File: config.mk
export PLATFORM = sky130hd
export DESIGN_NAME = aesbm_ctrl
export DESIGN_NICKNAME = d
export VERILOG_FILES = /design/src/hw/rtl/aesbm_pkg.sv /design/src/hw/rtl/aesbm_ctrl.sv
export SDC_FILE = /design/constraint.sdc
export NUM_CORES = 1
export LEC_CHECK = 0
export BUFFER_PORTS_ARGS = -buffer_cell sky130_fd_sc_hd__clkbuf_2
export CORE_AREA = 2 2 39 41
export DETAILED_ROUTE_END_ITERATION = 6
export DIE_AREA = 0 0 41 43
export GPL_TIMING_DRIVEN = 1
export MAX_ROUTING_LAYER = met4
export SLEW_MARGIN = 30
export SYNTH_ARGS = -nofsm -noshare
export SYNTH_HDL_FRONTEND = slang
export SYNTH_SLANG_ARGS = --single-unit
File: constraint.sdc
create_clock -name aclk -period 1.5 [get_ports aclk]
set_input_delay 0.15 -clock aclk [delete_from_list [all_inputs] [get_ports aclk]]
set_output_delay 0.15 -clock aclk [all_outputs]
set_load 0.05 [all_outputs]
File: src/hw/rtl/aesbm_pkg.sv
`default_nettype none
// ----------------------------------------------------------------------------
// aesbm_pkg
// Shared types, codes and AES byte functions for the block mode engine.
// ----------------------------------------------------------------------------
package aesbm_pkg;

    localparam int NumRounds = 10;
    localparam int RkIdxW    = 4;

    typedef enum logic [1:0] {
        MODE_CBC_ENC = 2'd0,
        MODE_CBC_DEC = 2'd1,
        MODE_CTR     = 2'd2,
        MODE_CTR_ALT = 2'd3
    } mode_t;

    typedef enum logic [2:0] {
        REG_KEY_HIGH = 3'd0,
        REG_KEY_LOW  = 3'd1,
        REG_IV_HIGH  = 3'd2,
        REG_IV_LOW   = 3'd3,
        REG_MODE     = 3'd4
    } reg_idx_t;

    typedef struct packed {
        logic [63:0] block_high;
        logic [63:0] block_low;
        logic [4:0]  byte_count;
        logic        last_block;
    } in_word_t;

    typedef struct packed {
        logic [63:0] out_high;
        logic [63:0] out_low;
        logic [4:0]  valid_bytes;
        logic        last_result;
    } out_word_t;

    // Controller to datapath commands.
    typedef struct packed {
        logic start;      // capture input word, open message if needed
        logic key_step;   // compute next round key
        logic round;      // apply whitening or one cipher round
        logic pad_load;   // load the pad block for the extra CBC encrypt result
        logic emit;       // finish and load output register
    } dp_cmd_t;

    // Datapath to controller status.
    typedef struct packed {
        logic keys_ready;
        logic rounds_done;
        logic need_pad;
    } dp_sts_t;

    localparam logic [7:0] SBOX [256] = '{
        8'h63,8'h7c,8'h77,8'h7b,8'hf2,8'h6b,8'h6f,8'hc5,8'h30,8'h01,8'h67,8'h2b,8'hfe,8'hd7,8'hab,8'h76,
        8'hca,8'h82,8'hc9,8'h7d,8'hfa,8'h59,8'h47,8'hf0,8'had,8'hd4,8'ha2,8'haf,8'h9c,8'ha4,8'h72,8'hc0,
        8'hb7,8'hfd,8'h93,8'h26,8'h36,8'h3f,8'hf7,8'hcc,8'h34,8'ha5,8'he5,8'hf1,8'h71,8'hd8,8'h31,8'h15,
        8'h04,8'hc7,8'h23,8'hc3,8'h18,8'h96,8'h05,8'h9a,8'h07,8'h12,8'h80,8'he2,8'heb,8'h27,8'hb2,8'h75,
        8'h09,8'h83,8'h2c,8'h1a,8'h1b,8'h6e,8'h5a,8'ha0,8'h52,8'h3b,8'hd6,8'hb3,8'h29,8'he3,8'h2f,8'h84,
        8'h53,8'hd1,8'h00,8'hed,8'h20,8'hfc,8'hb1,8'h5b,8'h6a,8'hcb,8'hbe,8'h39,8'h4a,8'h4c,8'h58,8'hcf,
        8'hd0,8'hef,8'haa,8'hfb,8'h43,8'h4d,8'h33,8'h85,8'h45,8'hf9,8'h02,8'h7f,8'h50,8'h3c,8'h9f,8'ha8,
        8'h51,8'ha3,8'h40,8'h8f,8'h92,8'h9d,8'h38,8'hf5,8'hbc,8'hb6,8'hda,8'h21,8'h10,8'hff,8'hf3,8'hd2,
        8'hcd,8'h0c,8'h13,8'hec,8'h5f,8'h97,8'h44,8'h17,8'hc4,8'ha7,8'h7e,8'h3d,8'h64,8'h5d,8'h19,8'h73,
        8'h60,8'h81,8'h4f,8'hdc,8'h22,8'h2a,8'h90,8'h88,8'h46,8'hee,8'hb8,8'h14,8'hde,8'h5e,8'h0b,8'hdb,
        8'he0,8'h32,8'h3a,8'h0a,8'h49,8'h06,8'h24,8'h5c,8'hc2,8'hd3,8'hac,8'h62,8'h91,8'h95,8'he4,8'h79,
        8'he7,8'hc8,8'h37,8'h6d,8'h8d,8'hd5,8'h4e,8'ha9,8'h6c,8'h56,8'hf4,8'hea,8'h65,8'h7a,8'hae,8'h08,
        8'hba,8'h78,8'h25,8'h2e,8'h1c,8'ha6,8'hb4,8'hc6,8'he8,8'hdd,8'h74,8'h1f,8'h4b,8'hbd,8'h8b,8'h8a,
        8'h70,8'h3e,8'hb5,8'h66,8'h48,8'h03,8'hf6,8'h0e,8'h61,8'h35,8'h57,8'hb9,8'h86,8'hc1,8'h1d,8'h9e,
        8'he1,8'hf8,8'h98,8'h11,8'h69,8'hd9,8'h8e,8'h94,8'h9b,8'h1e,8'h87,8'he9,8'hce,8'h55,8'h28,8'hdf,
        8'h8c,8'ha1,8'h89,8'h0d,8'hbf,8'he6,8'h42,8'h68,8'h41,8'h99,8'h2d,8'h0f,8'hb0,8'h54,8'hbb,8'h16
    };

    localparam logic [7:0] RCON [NumRounds] = '{
        8'h01,8'h02,8'h04,8'h08,8'h10,8'h20,8'h40,8'h80,8'h1b,8'h36
    };

    function automatic logic [7:0] inv_sbox(input logic [7:0] v);
        logic [7:0] r;
        r = 8'h00;
        for (int i = 0; i < 256; i++) begin
            if (SBOX[i] == v) begin
                r = 8'(i);
            end
        end
        return r;
    endfunction

    function automatic logic [7:0] xtime(input logic [7:0] x);
        return {x[6:0], 1'b0} ^ (x[7] ? 8'h1b : 8'h00);
    endfunction

    // Byte i of the state, i = 0 is the most significant.
    function automatic logic [7:0] sb(input logic [127:0] s, input int i);
        return s[127 - 8*i -: 8];
    endfunction

    function automatic logic [127:0] enc_round(input logic [127:0] s, input logic last_rnd);
        logic [127:0] t;
        logic [7:0]   a0, a1, a2, a3, al;
        t = '0;
        for (int c = 0; c < 4; c++) begin
            for (int r = 0; r < 4; r++) begin
                t[127 - 8*(4*c + r) -: 8] = SBOX[sb(s, 4*((c + r) % 4) + r)];
            end
        end
        if (!last_rnd) begin
            for (int c = 0; c < 4; c++) begin
                a0 = sb(t, 4*c); a1 = sb(t, 4*c + 1);
                a2 = sb(t, 4*c + 2); a3 = sb(t, 4*c + 3);
                al = a0 ^ a1 ^ a2 ^ a3;
                t[127 - 8*(4*c)     -: 8] = a0 ^ al ^ xtime(a0 ^ a1);
                t[127 - 8*(4*c + 1) -: 8] = a1 ^ al ^ xtime(a1 ^ a2);
                t[127 - 8*(4*c + 2) -: 8] = a2 ^ al ^ xtime(a2 ^ a3);
                t[127 - 8*(4*c + 3) -: 8] = a3 ^ al ^ xtime(a3 ^ a0);
            end
        end
        return t;
    endfunction

    function automatic logic [7:0] mul9(input logic [7:0] x);
        logic [7:0] x2, x4, x8;
        x2 = xtime(x); x4 = xtime(x2); x8 = xtime(x4);
        return x8 ^ x;
    endfunction
    function automatic logic [7:0] mul11(input logic [7:0] x);
        logic [7:0] x2, x4, x8;
        x2 = xtime(x); x4 = xtime(x2); x8 = xtime(x4);
        return x8 ^ x2 ^ x;
    endfunction
    function automatic logic [7:0] mul13(input logic [7:0] x);
        logic [7:0] x2, x4, x8;
        x2 = xtime(x); x4 = xtime(x2); x8 = xtime(x4);
        return x8 ^ x4 ^ x;
    endfunction
    function automatic logic [7:0] mul14(input logic [7:0] x);
        logic [7:0] x2, x4, x8;
        x2 = xtime(x); x4 = xtime(x2); x8 = xtime(x4);
        return x8 ^ x4 ^ x2;
    endfunction

    function automatic logic [127:0] inv_shift_sub(input logic [127:0] s);
        logic [127:0] t;
        t = '0;
        for (int c = 0; c < 4; c++) begin
            for (int r = 0; r < 4; r++) begin
                t[127 - 8*(4*((c + r) % 4) + r) -: 8] = inv_sbox(sb(s, 4*c + r));
            end
        end
        return t;
    endfunction

    function automatic logic [127:0] inv_mix(input logic [127:0] s);
        logic [127:0] t;
        logic [7:0]   a [4];
        t = '0;
        for (int c = 0; c < 4; c++) begin
            for (int r = 0; r < 4; r++) begin
                a[r] = sb(s, 4*c + r);
            end
            for (int r = 0; r < 4; r++) begin
                t[127 - 8*(4*c + r) -: 8] = mul14(a[r]) ^ mul11(a[(r + 1) % 4])
                                          ^ mul13(a[(r + 2) % 4]) ^ mul9(a[(r + 3) % 4]);
            end
        end
        return t;
    endfunction

    function automatic logic [127:0] next_round_key(input logic [127:0] k,
                                                    input logic [7:0] rc);
        logic [31:0] w0, w1, w2, w3, t;
        w0 = k[127:96]; w1 = k[95:64]; w2 = k[63:32]; w3 = k[31:0];
        t  = {SBOX[w3[23:16]] ^ rc, SBOX[w3[15:8]], SBOX[w3[7:0]], SBOX[w3[31:24]]};
        w0 = w0 ^ t;
        w1 = w1 ^ w0;
        w2 = w2 ^ w1;
        w3 = w3 ^ w2;
        return {w0, w1, w2, w3};
    endfunction

endpackage
`default_nettype wire

File: src/hw/rtl/aesbm_ctrl.sv
`default_nettype none
// ----------------------------------------------------------------------------
// aesbm_ctrl
// Sequencer: key expansion on message open, ten rounds, output handoff.
// ----------------------------------------------------------------------------
module aesbm_ctrl import aesbm_pkg::*; (
    input  wire logic    aclk,
    input  wire logic    aresetn,
    input  wire logic    s_valid,
    output logic         s_ready,
    input  wire logic    out_busy,
    input  wire dp_sts_t sts,
    output dp_cmd_t      cmd
);

    typedef enum logic [5:0] {
        ST_IDLE  = 6'b000001,
        ST_KEYS  = 6'b000010,
        ST_ROUND = 6'b000100,
        ST_EMIT  = 6'b001000,
        ST_PAD   = 6'b010000,
        ST_SPARE = 6'b100000
    } state_t;

    state_t state_reg, state_next;

    always_comb begin
        state_next = state_reg;
        cmd        = '0;
        s_ready    = 1'b0;
        case (state_reg)
            ST_IDLE: begin
                s_ready = 1'b1;
                if (s_valid) begin
                    cmd.start  = 1'b1;
                    state_next = ST_KEYS;
                end
            end
            ST_KEYS: begin
                if (sts.keys_ready) begin
                    state_next = ST_ROUND;
                end else begin
                    cmd.key_step = 1'b1;
                end
            end
            ST_ROUND: begin
                if (sts.rounds_done) begin
                    state_next = ST_EMIT;
                end else begin
                    cmd.round = 1'b1;
                end
            end
            ST_EMIT: begin
                if (!out_busy) begin
                    cmd.emit   = 1'b1;
                    state_next = sts.need_pad ? ST_PAD : ST_IDLE;
                end
            end
            ST_PAD: begin
                cmd.pad_load = 1'b1;
                state_next   = ST_ROUND;
            end
            default: begin
                state_next = ST_IDLE;
            end
        endcase
    end

    always_ff @(posedge aclk) begin
        if (!aresetn) begin
            state_reg <= ST_IDLE;
        end else begin
            state_reg <= state_next;
        end
    end

endmodule
`default_nettype wire

Word-level counts from Yosys, hierarchy flattened --
Cells that the tools add are included.
Operators by class: equality and inequality tests 9, mux-type cells 16, reduce and logical (&&, ||, !) cells 1
Operators by type and width (number):
- $pmux 6 s5 | 1
- $mux 6 | 4
- $mux 1 | 10
- $ne 2x2->1 const B | 4
- $eq 6x1->1 const B | 1
- $eq 6x2->1 const B | 1
- $eq 6x3->1 const B | 1
- $eq 6x4->1 const B | 1
- $eq 6x5->1 const B | 1
- $mux 5 | 1
- $reduce_and 4->1 | 1
Storage, ports and cells: register bits 6, input port bits 7, output and inout bits 6, logic and storage cells 27

Logic depth before layout (Yosys ltp) --
Gate-level depths: netlist of run 1.
word-level depth 3, gate-level depth with buffers 5

Worst setup path before layout of run 1 --
OpenSTA, ideal clock, no wires.
kind reg-to-reg, start point register state_reg[2], end point register state_reg[0], arrival time 2.529 ns, setup slack -1.239 ns, stages on the path, launching flop included 4, path buffers 0, clock period less this slack 2.739 ns, cells stage by stage dfxtp_1 -> or2_4 -> nor4b_1 -> o311ai_1
On the way: word-level cells in the longest chain between the ends 3, elaborated cells on any way between the ends 11, those cells by class eq/ne (9); mux (1); reduce/logical (1)
RTL lines:
- start: declaration | line aesbm_ctrl.sv:25 | state_t state_reg, state_next;
- start signal: assignment | line aesbm_ctrl.sv:73 | state_reg <= state_next;
- $eq 6x2->1 (tied with other cells) | line aesbm_ctrl.sv:31 | case (state_reg)
- $ne 2x2->1 (no source line)
- $reduce_and 4->1 (no source line)
Several ways; a longest one is shown, not always the timed one. A chain may end at the register's enable or synchronous reset.

==> results.md, run 1 <==
* Setup TNS at -0.9045 ns
* Die X-Extent at 41 microns
* Clk_lat worst skew at 0.24 ns
* Yosys top cell area share at between 20% and 30%
* Critical path data required time at 1.35 ns
* Syn nets at between 40 and 50
* Vias per cell at 4.904
* Drt wl/cell at 12.03 microns
* FF-to-FF setup slack at -0.14 ns
* Final WL at between 1 and 1.5 mm
* Total power divided by cell area at slightly below 700 nW/um^2
* GPL Wtd Cong at ~0.74
* Setup CP Type: flip-flop to primary output
* Yosys warns at 0
* Slew HR at between 70 and 80%
* Largest net degree at the start of global routing at 7
* Inserted Diodes at 0
* Post-synthesis cell area at 372.9 sq um
* Post-place setup slack at -0.1277 ns
* Row count at 14
* Initial drt markers at 6
* Die area at around 1800 sq um
* Clock sinks at 5
* Worst hold slack at ~0.16 ns
* Share of synthesized registers carrying an async set or reset at 0%
* Violated checks: negative setup slack
* Status: finished with violations
* CP Launch Type: flip-flop
* # Max-Cap Violations at 0
* Final setup violation count at 9
* GRT overflow at 0
* Pleak at ~0.33 nW
* Worst VDD drop at around 0.55 mV
* Nets@finish at 86
* Part of the cycle the worst path needs at 112.9%
* Synth Flop Type: dfxtp_1
* Crit. Startpoint: state_reg[3]
* Crit Path Max Fanout at 6
* Final cell count without fillers at 94
* Min setup slack post-route at -0.1942 ns
* Num CTS Buffers at 3
* Peak Freq at just under 600 MHz
* Avg Cell Area, Syn at 9.094 sq um
* IO Pins at 13
* Critical Path End Type: primary output
* Antenna Nets Post-Route at 0
* First-pass GRT wire length at 1.814 mm
* Post-synth EDFFs at 0
* Fin crit period at 1.694 ns
* Port bufs at 12
* CP Capture Point: cmd[4]
* R2R depth at 5
* Final core occ at 56.78%
* All-Layer GR Usage at between 10% and 20%
* Yosys cell types at 32
* Yosys reg bits at 5
* Initial Utilization at a little over a quarter
* Worst slew pin tran at about 0.34 ns
* Synth area leader: dfxtp_1
* CTS HTree Levels at 1
* Count leader, synth: dfxtp_1
* Clk buf depth at 2
* Vias in the first global route at around 460
* Fill cells at 128
* Core area at about 1400 sq um
* RSZ-0062 raised after global routing: yes
* CTS tree: done
* Max reg flops at 5
* Hold Fails Final Rpt at 0
* Sequential area share after synthesis at 26.85%
* Synth-to-Final Area Change at 110.7%
* Gate count of the mapped netlist at just over 40
* Layout cells sized above 1 at between 70% and 80%
* Inst Count DP at 82
* Vias at around 460
* RR Endpoint: state_reg[0]
* Reg2Reg Launch Point: state_reg[3]
* Final Max Slew Viols at 0
* CTS root buffer: clkbuf_4
* Worst Hold Class: input pin to flip-flop
* Register clock-pin slew on the reported worst setup and hold paths at about 0.040 ns
* Die H at 43 microns
* CP Data Arrival Time at 1.54 ns
* Clk_skew at 0.004100 ns
* Synth area leaders: dfxtp_1, nor4b_1, nor3_4
* Initial antenna violation count at 0
* DRC at 0
* TritonRoute pass-1 iters at 4
* Post-DP HPWL at about 810 microns
-- how the worst min path moves through the flow --
| stage | start | endpoint | slack, ns | cells past startpoint |
|---|---|---|---|---|
| after detailed placement | aresetn | state_reg[0] | 0.39 | 2 |
| after global placement | aresetn | state_reg[0] | 0.39 | 2 |
| final | aresetn | state_reg[0] | 0.16 | 2 |
| after CTS | aresetn | state_reg[0] | 0.16 | 2 |
| after floorplan | aresetn | state_reg[0] | 0.23 | 1 |
| after global routing | aresetn | state_reg[0] | 0.16 | 2 |
-- critical path, stage by stage, from the launching register on --
cell and delay (ns):
dfxtp_2 0.34, or4b_4 0.56, nor2_4 0.10, and2_4 0.15
clkbuf_16 0.15
-- timing repair --
item,4_1_cts,5_1_grt
setup endpoints to repair,10,10
resized for setup,18,8
hold endpoints to repair,0,0
buffers inserted,5,3
hold buffers,0,0
pin swaps,6,6
-- layer usage --
layer	global-route usage, %	vias up	share of wire [%]
met4	4.667	0	0
met1	16.88	216	41
met2	24.38	13	55
met3	5.236	0	4.2
met5	-	-	0
li1	-	232	-
-- placed cells by master (no fill, tap or decap), types with 3 or more instances in the layout --
cell type,instances
buf_4,20
buf_8,3
clkbuf_4,3
clkbuf_2,6
-- kinds of logic (layout without fill, tap and decap cells) --
kind of cell / count (synthesis) / count (layout) / synth area share [%]
AND/OR/NAND/NOR: 23 / 23 / 46.99
AO/OA/AOI/OAI: 9 / 9 / 17.78
flip-flops: 5 / 5 / 26.85
buffers and inverters: 3 / 40 / 6.040
XOR/XNOR: 1 / 1 / 2.349
-- report_power, final --
part / leakage, nW / switching (mW) / internal [mW] / total (mW)
clock: 0.0150 / 0.0486 / 0.100 / 0.149
combinational: 0.275 / 0.116 / 0.133 / 0.249
sequential: 0.0425 / 0.00752 / 0.140 / 0.148
total: 0.333 / 0.172 / 0.374 / 0.546
-- stage by stage --
stage	area [sq um]	power, mW
floorplan	431.7	0.2687
global placement	601.8	0.3341
finish	785.8	0.5459
CTS	740.7	0.5221
detailed placement	601.8	0.3376
global route	785.8	0.5776
-- area by class of cell --
cell class / instances / area (sq um) / area share [%]
multi-input cells: 33 / 321.6 / 40.92
clock buffers: 4 / 26.28 / 3.344
flip-flops and latches: 5 / 110.1 / 14.01
inverters: 2 / 7.507 / 0.9554
well taps: 16 / 20.02 / 2.548
repair buffers: 34 / 300.3 / 38.22
(Power assumes the default switching activity.)
==> run 2: changes to the inputs <==
clock period = 1.7 ns   (was 1.5 ns; I/O delays follow)
==> results.md, run 2 (synthesis results as in run 1) <==
* Synth-to-Final Area Change at 74.16%
* GPL Wtd Cong at 0.7532
* Clk_skew at approximately 0.006 ns
* CTS HTree Levels at 1
* Hold EP: state_reg[0]
* Register clock-pin slew on the reported worst setup and hold paths at around 0.050 ns
* Sequential share of power at between 30% and 40%
* Critical path data required time at between 1.5 and 2 ns
* Total power divided by cell area at ~660 nW/um^2
* Slew HR at about three quarters
* Crit Path Max Fanout at 8
* Placed Area at approximately 520 sq um
* GRT overflow at 0
* Largest net degree at the start of global routing at 9
* Pleak at ~0.26 nW
* Port bufs at 12
* Final setup violation count at 0
* Vias at 407
* Critical Path End Type: primary output
* Clk buf depth at 2
* Vias per cell at 4.963
* Vias in the first global route at 360
* Setup CP Type: flip-flop to primary output
* Worst path buffer plus inverter count at 1
* Max reg flops at 5
* Most frequent cells in the layout: buf_4, clkbuf_2, clkbuf_4, clkbuf_8
* CP Data Arrival Time at 1.52 ns
* Antenna Nets Post-Route at 0
* Clock Power Share at 32.0%
* Crit. Startpoint: state_reg[1]
* Slowest stage cell, crit path: or4b_4
* Core area at 1384 sq um
* Worst Hold Class: input pin to flip-flop
* Status: finished, final reports clean
* Crit path cell chain: or4b_4, nor2_4, and2_4, clkbuf_16
* Clock sinks at 5
* Row count at 14
* Die area at 1763 sq um
* Nets@finish at 74
* RSZ-0062 raised after global routing: yes
* Reg2Reg Launch Point: state_reg[1]
* Die H at 43 microns
* Cts hold-fix bufs at 0
* Worst VDD drop at ~0.28 mV
* TritonRoute pass-1 iters at 2
* Inserted Diodes at 0
* CP Launch Type: flip-flop
* Clk_lat worst skew at approximately 0.24 ns
* First-pass GRT wire length at between 1.5 and 2 mm
* Hold Startpoint: aresetn
* Post-DP HPWL at approximately 750 microns
* Worst slew pin tran at about 0.35 ns
* Initial Utilization at approximately 27%
* CTS tree: done
* Commonest non-fill, non-tap cell in the layout: buf_4
* IO Pins at 13
* Part of the cycle the worst path needs at roughly 99%
* Logic gate share of total power at between 30% and 40%
* Switching share of power at about 33%
* Hold Fails Final Rpt at 0
* Peak Freq at between 500 and 600 MHz
* Num CTS Buffers at 3
* Initial antenna violation count at 0
* # Max-Cap Violations at 0
* Top delay family on crit path: simple AND/OR/NAND/NOR gates
* DRC at 0
* Switching power total at ~0.14 mW
* CTS root buffer: clkbuf_4
* Internal Power at 0.2852 mW
* Fin crit period at 1.691 ns
* Hold Path Depth at 2
* Die X-Extent at roughly 41 microns
* Final instance area at 649.4 sq um
* FF-to-FF setup slack at 0.11 ns
* Final Max Slew Viols at 0
* Worst path max stage delay at approximately 0.5 ns
* Final WL at 960 microns
* R2R depth at 5
* Layout cells sized above 1 at 60.61%
* Final cell count without fillers at 82
* RR Endpoint: state_reg[0]
* All-Layer GR Usage at ~14%
* Drt wl/cell at 11.71 microns
* Initial drt markers at 3
* Inst Count DP at 72
run 2: how the worst max path moves through the flow:
stage / endpoint / slack [ns] / cells past startpoint
5_1_grt: cmd[4] / -0.05 / 4
3_3_place_gp: cmd[4] / 0.07 / 4
2_1_floorplan: state_reg[0] / -0.08 / 4
6_report: cmd[4] / 0.009 / 4
4_1_cts: cmd[4] / -0.001 / 4
3_5_place_dp: cmd[4] / 0.05 / 4
run 2: power by group through the flow:
| stage | registers, mW | logic, mW | clock network [mW] |
|---|---|---|---|
| floorplan | 0.140 | 0.0959 | 0 |
| global placement | 0.135 | 0.133 | 0 |
| detailed placement | 0.135 | 0.135 | 0 |
| CTS | 0.134 | 0.158 | 0.139 |
| global route | 0.135 | 0.167 | 0.150 |
| finish | 0.134 | 0.156 | 0.136 |
run 2: per-stage QoR:
step	utilization [%]	hold slack, ns	setup TNS [ns]	power, mW	worst slack [ns]
finish	46.93	0.1729	0	0.4260	0.009042
floorplan	-	0.2483	-0.3090	0.2357	-0.07978
CTS	46.93	0.1690	-0.001095	0.4303	-0.001095
global route	46.93	0.1692	-0.06060	0.4522	-0.05167
detailed placement	37.70	0.4145	0	0.2701	0.05394
global placement	37.70	0.4159	0	0.2680	0.07172
run 2: cell type report:
class | instances | area (sq um)
clock buffers | 4 | 26.28
fillers | 126 | 734.5
inverters | 2 | 7.507
multi-input cells | 33 | 305.3
flip-flops and latches | 5 | 106.4
well taps | 16 | 20.02
repair buffers | 22 | 183.9
run 2: what timing repair did:
action	CTS	global route
setup buffers	6	0
cloned	0	0
pin swaps	4	0
setup endpoints to repair	6	3
resized for setup	13	2
run 2: worst register-to-register path, stage by stage (launching register included):
cell and delay, ns:
dfxtp_4 0.37, or4b_4 0.50, buf_4 0.16, nor3_4 0.18, or3_1 0.16, o311ai_1 0.08
run 2: per-layer routing:
metal / track usage (%) / up-vias / routed length [microns]
met4: 10.00 / 0 / 9
met2: 18.75 / 6 / 502
li1: - / 207 / -
met1: 17.68 / 192 / 426
met5: - / - / 0
met3: 3.141 / 2 / 21
